==> config.mk <==
export PLATFORM = sky130hd
export DESIGN_NAME = cdsb_ctrl
export DESIGN_NICKNAME = d
export VERILOG_FILES = /design/src/cdsb_pkg.sv /design/src/cdsb_ctrl.sv
export SDC_FILE = /design/constraint.sdc
export NUM_CORES = 1
export LEC_CHECK = 0
export BUFFER_PORTS_ARGS = -buffer_cell sky130_fd_sc_hd__buf_4
export CORE_AREA = 2 2 39 41
export DETAILED_ROUTE_END_ITERATION = 6
export DIE_AREA = 0 0 41 43
export GPL_TIMING_DRIVEN = 0
export PLACE_DENSITY = 0.64
export SYNTH_ARGS = -nofsm -noshare
export SYNTH_HDL_FRONTEND = slang
export SYNTH_SLANG_ARGS = --single-unit
==> constraint.sdc <==
create_clock -name i_clk -period 2.1 [get_ports i_clk]
set_input_delay 0.42 -clock i_clk [delete_from_list [all_inputs] [get_ports i_clk]]
set_output_delay 0.42 -clock i_clk [all_outputs]
set_load 0.01 [all_outputs]
==> src/cdsb_pkg.sv <==
// Shared types and constants for the sparse diagonal-scaling gradient block.
// No dependencies.
package cdsb_pkg;

    localparam int unsigned KIND_W = 3;
    localparam int unsigned IDX_W = 10;
    localparam int unsigned ACC_W = 48;
    localparam int unsigned OP_W = 32;

    // input item kinds
    localparam logic [KIND_W-1:0] K_LOAD_L = 3'd0;
    localparam logic [KIND_W-1:0] K_LOAD_R = 3'd1;
    localparam logic [KIND_W-1:0] K_ENTRY = 3'd2;
    localparam logic [KIND_W-1:0] K_READ_ROW = 3'd3;
    localparam logic [KIND_W-1:0] K_READ_COL = 3'd4;

    // result kinds
    localparam logic [1:0] RK_ENTRY = 2'd0;
    localparam logic [1:0] RK_ROW = 2'd1;
    localparam logic [1:0] RK_COL = 2'd2;

    // controller to datapath commands
    typedef struct packed {
        logic capture;   // latch input item
        logic clr_we;    // clearing-pass write of both accumulators
        logic mul1;      // register first-stage products
        logic mul2;      // register second-stage products
        logic wb;        // write scale and accumulator memories back
        logic out_load;
    } t_cmd;

    typedef struct packed {
        logic clr_done;
    } t_sts;

    // floor Q16.16 product of two 32-bit operands, as 48-bit slice >> 16
    function automatic logic signed [47:0] qmul(input logic signed [31:0] a,
                                                input logic signed [31:0] b);
        logic signed [63:0] p;
        p = a * b;
        return p[63:16];
    endfunction

    function automatic logic signed [31:0] sat32(input logic signed [47:0] v);
        if (v > 48'sh0000_7FFF_FFFF) return 32'sh7FFF_FFFF;
        if (v < -48'sh0000_8000_0000) return 32'sh8000_0000;
        return v[31:0];
    endfunction

endpackage

==> src/cdsb_ctrl.sv <==
// Controller: clearing pass, per-item sequence and output handshake.
// Depends on cdsb_pkg.
module cdsb_ctrl (
    input  logic              i_clk,
    input  logic              i_rst_n,
    input  logic              i_in_valid,
    output logic              o_in_ready,
    output logic              o_out_valid,
    input  logic              i_out_ready,
    input  logic              i_has_result,
    output cdsb_pkg::t_cmd    o_cmd,
    input  cdsb_pkg::t_sts    i_sts
);
    typedef enum logic [5:0] {
        S_CLEAR = 6'b000001,
        S_IDLE  = 6'b000010,
        S_RD    = 6'b000100,
        S_M1    = 6'b001000,
        S_M2    = 6'b010000,
        S_WB    = 6'b100000
    } t_state;

    t_state r_state, n_state;
    logic   r_out_valid, n_out_valid;
    logic   w_acc;
    logic   w_out_busy;

    assign w_acc = i_in_valid && o_in_ready;
    // items are taken in idle; the output register drains in parallel
    assign o_in_ready = (r_state == S_IDLE);
    assign o_out_valid = r_out_valid;
    assign w_out_busy = r_out_valid && !i_out_ready;

    // next state and commands
    always_comb begin
        n_state = r_state;
        n_out_valid = w_out_busy;
        o_cmd = '0;
        unique case (r_state)
            S_CLEAR: begin
                o_cmd.clr_we = 1'b1;
                if (i_sts.clr_done) n_state = S_IDLE;
            end
            S_IDLE: begin
                o_cmd.capture = w_acc;
                if (w_acc) n_state = S_RD;
            end
            S_RD: begin
                n_state = S_M1;
            end
            S_M1: begin
                o_cmd.mul1 = 1'b1;
                n_state = S_M2;
            end
            S_M2: begin
                o_cmd.mul2 = 1'b1;
                n_state = S_WB;
            end
            S_WB: begin
                // a result waits here while the previous one is still held
                if (!(i_has_result && w_out_busy)) begin
                    o_cmd.wb = 1'b1;
                    o_cmd.out_load = i_has_result;
                    if (i_has_result) n_out_valid = 1'b1;
                    n_state = S_IDLE;
                end
            end
            default: n_state = S_CLEAR;
        endcase
    end

    always_ff @(posedge i_clk) begin
        if (!i_rst_n) begin
            r_state <= S_CLEAR;
            r_out_valid <= 1'b0;
        end else begin
            r_state <= n_state;
            r_out_valid <= n_out_valid;
        end
    end

    a_ready_idle: assert property (@(posedge i_clk) disable iff (!i_rst_n)
        o_in_ready |-> r_state == S_IDLE) else $error("ready outside idle");
    a_seq: assert property (@(posedge i_clk) disable iff (!i_rst_n)
        w_acc |=> r_state == S_RD) else $error("accepted item not started");
    a_wb_idle: assert property (@(posedge i_clk) disable iff (!i_rst_n)
        o_cmd.wb |=> r_state == S_IDLE) else $error("writeback not final");
    a_out_hold: assert property (@(posedge i_clk) disable iff (!i_rst_n)
        o_cmd.out_load |-> !w_out_busy) else $error("held result overwritten");
endmodule

==> impl_results.md <==
- Status: complete, no violations
- Initial antenna violation count: 0
- Maximum VDD drop: 0.242 mV
- Share of the synthesized area in the top cell type: 34.7%
- Post-synth EDFFs: 0
- Setup TNS: 0 ns
- Minimum clock period: 1.99 ns
- Vias in the first global route: 400
- Distinct cells, synth: 23
- Pre-antenna DRT Iters: 4
- Fin. Hold Viols: 0
- Async SR Flop Fraction: 0%
- Rows: 14
- R2R cell count: 4
- CTS Hold Bufs: 0
- GRT Residual Overflow: 0
- Overall Global Routing Usage: 14.3%
- Setup bufs post-CTS: 0
- Via count: 446
- Synthesized net count: 60
- CP required: 1.68 ns
- Critical R2R Launch: r_state[5]
- Fin. max-slew vios: 0
- Hold_sp: i_rst_n
- Pin count of the biggest net entering global routing: 10
- # fillers: 145
- GPL Wtd Cong: 0.723
- Post-Syn Area per Cell: 7.48 um^2
- CP arrival: 1.57 ns
- Placed Area: 522 um^2
- R2R Setup Slk: 0.32 ns
- Relative slew slack: 61.1%
- Die ar.: 1760 um^2
- Antenna-violating nets left: 0
- Dpl hpwl: 725 um
- FF-to-FF End: r_state[3]
- CTS H-Tree Depth: 1
- Non-filler instance count after layout: 87
- Max Clk Rate: 0.504 GHz
- Endpoints failing setup: 0
- Synth area leaders: dfxtp_1 (35%), o21ai_0 (7.4%), nor2_1 (7.4%), nand2_1 (5.6%), nor3_1 (5.0%)
- DRC: 0
- Synthesized cell area: 404 um^2
- Clk sinks: 7
- Fraction of layout cells with a size suffix above 1: 31.0%
- Hold Path Sink: r_state[0]
- Crit share post-route: 94.5%
- Area delta synth->final: 38.1%
- Worst hold margin: 0.377 ns
- Starting density of the core: 29.2%
- Worst path slowest cell: or4_4
- RSZ-0062 raised after global routing: false
- DR iter-0 viols: 3
- Seq cells post-synth: 7
- CP Cell Sequence: or4_4, nor3b_2, buf_4
- Clock Tree Root: clkbuf_4
- # IOs: 14
- Die Span X: 41 um
- Power density cells: 799 nW/um^2
- Worst setup margin: 0.115 ns
- Crit path kind: reg -> out
- DRT Wirelength: 1070 um
- Slew @ Worst Pin: 0.577 ns
- Final Skew: 0.00218 ns
- Leakage: 0.242 nW
- Core area: 1380 um^2
- Syn. warnings: 0
- Worst slack, placed: 0.320 ns
- Crit. End Element: primary output
- Drt wl/cell: 12.3 um
- DR vias/cell: 5.13
- Inst Count DP: 83
- CTS tree: done
- Cell family with the largest share of critical-path delay: simple AND/OR/NAND/NOR gates
- Die Ht: 43 um
- Post-layout util: 40.3%
- Clock Tree Buf Depth: 2
- Register area share after synthesis: 34.7%
- I/O Buffers: 13
- Min-Delay Path Class: in -> reg
- Max Cap Viol: 0
- Worst setup path startpoint: r_state[5]
- First-pass GRT wire length: 1600 um
- # diodes: 0
- Worst Path Buf+Inv: 1
- Fin nets: 78
- CTS Buf Count: 3
- Layout Cell Area excl Fill: 558 um^2
- CP startpoint kind: register
- CTS clk-pin slew, worst paths: 0.06 ns
- Yosys top cell by area: dfxtp_1
- Later-pin clock latency in the skew report: 0.26 ns
- Primary FF master, synth: dfxtp_1
- Post-layout total power: 446 uW
- CP peak stage delay: 0.57 ns
- Crit Path Max Fanout: 8
- Worst hold stages: 2
- Post-Syn Instances: 54
-- cells in the mapped netlist, drive strengths merged (2+ instances only) --
cell and number:
inv 4, nand2 6, nor3 4, nand3 2, nor2 8, dfxtp 7, o21ai 6, nor2b 2
-- registers in the layout (all words and copies together) (netlist names) --
name / flops
o_out_valid: 1
r_state: 6
-- report_power, final --
group          switching (mW)  leakage (nW)  total (mW)  internal, mW
Clock                  0.0553        0.0150       0.128        0.0729
Combinational          0.0727         0.171       0.147        0.0738
Sequential             0.0251        0.0569       0.171         0.146
-- cell usage in the layout (no fill, tap or decap), drive strengths merged, types with 2 or more instances in the layout --
cell type / netlist / routed
dfxtp: 7 / 7
nand3: 2 / 2
nand2: 6 / 6
inv: 4 / 4
nor2: 8 / 8
buf: 1 / 14
clkbuf: 1 / 5
o21ai: 6 / 6
nor2b: 2 / 2
nor3: 4 / 4
-- final cells by class --
class | count | area (um^2) | area share, %
inverters | 4 | 15.0 | 2.69
flip-flops and latches | 7 | 140 | 25.1
repair buffers | 13 | 97.6 | 17.5
plain buffers | 2 | 15.0 | 2.69
multi-input cells | 41 | 244 | 43.7
clock buffers | 4 | 26.3 | 4.71
well taps | 16 | 20.0 | 3.59
-- worst reg2reg max path, stage by stage, from the launching register on --
cell and delay (ns):
dfxtp_1 0.38, or4_4 0.58, o41a_1 0.35, o21ai_0 0.24
nor4b_1 0.10
-- worst max-delay path by stage --
stage | to | cells past startpoint | slack (ns)
floorplan | o_cmd[2] | 3 | 0.41
global placement | o_cmd[2] | 3 | 0.31
detailed placement | o_cmd[2] | 3 | 0.32
CTS | o_cmd[2] | 3 | 0.04
global route | o_cmd[2] | 4 | 0.04
finish | o_cmd[2] | 3 | 0.11
-- kinds of logic after synthesis --
group	share of synthesized area (%)
AOI/OAI and AO/OA	17.3
DFF	34.7
buffers and inverters	7.43
and+or+nand+nor	38.4
xor gates and xnor gates	2.17
-- metal layers --
metal | vias to the layer above | wire (um) | global-route usage [%]
met5 | - | 0 | 0
met1 | 200 | 435 | 14.5
met3 | 5 | 49 | 3.14
met4 | 0 | 46 | 14.0
met2 | 14 | 535 | 21.9
li1 | 227 | - | -
-- what timing repair did --
| action | 4_1_cts | 5_1_grt |
|---|---|---|
| resized for setup | 0 | 2 |
| endpoints found under the setup margin | 0 | 2 |
| endpoints found under the hold margin | 0 | 0 |
Power figures use the tool's default switching activity.
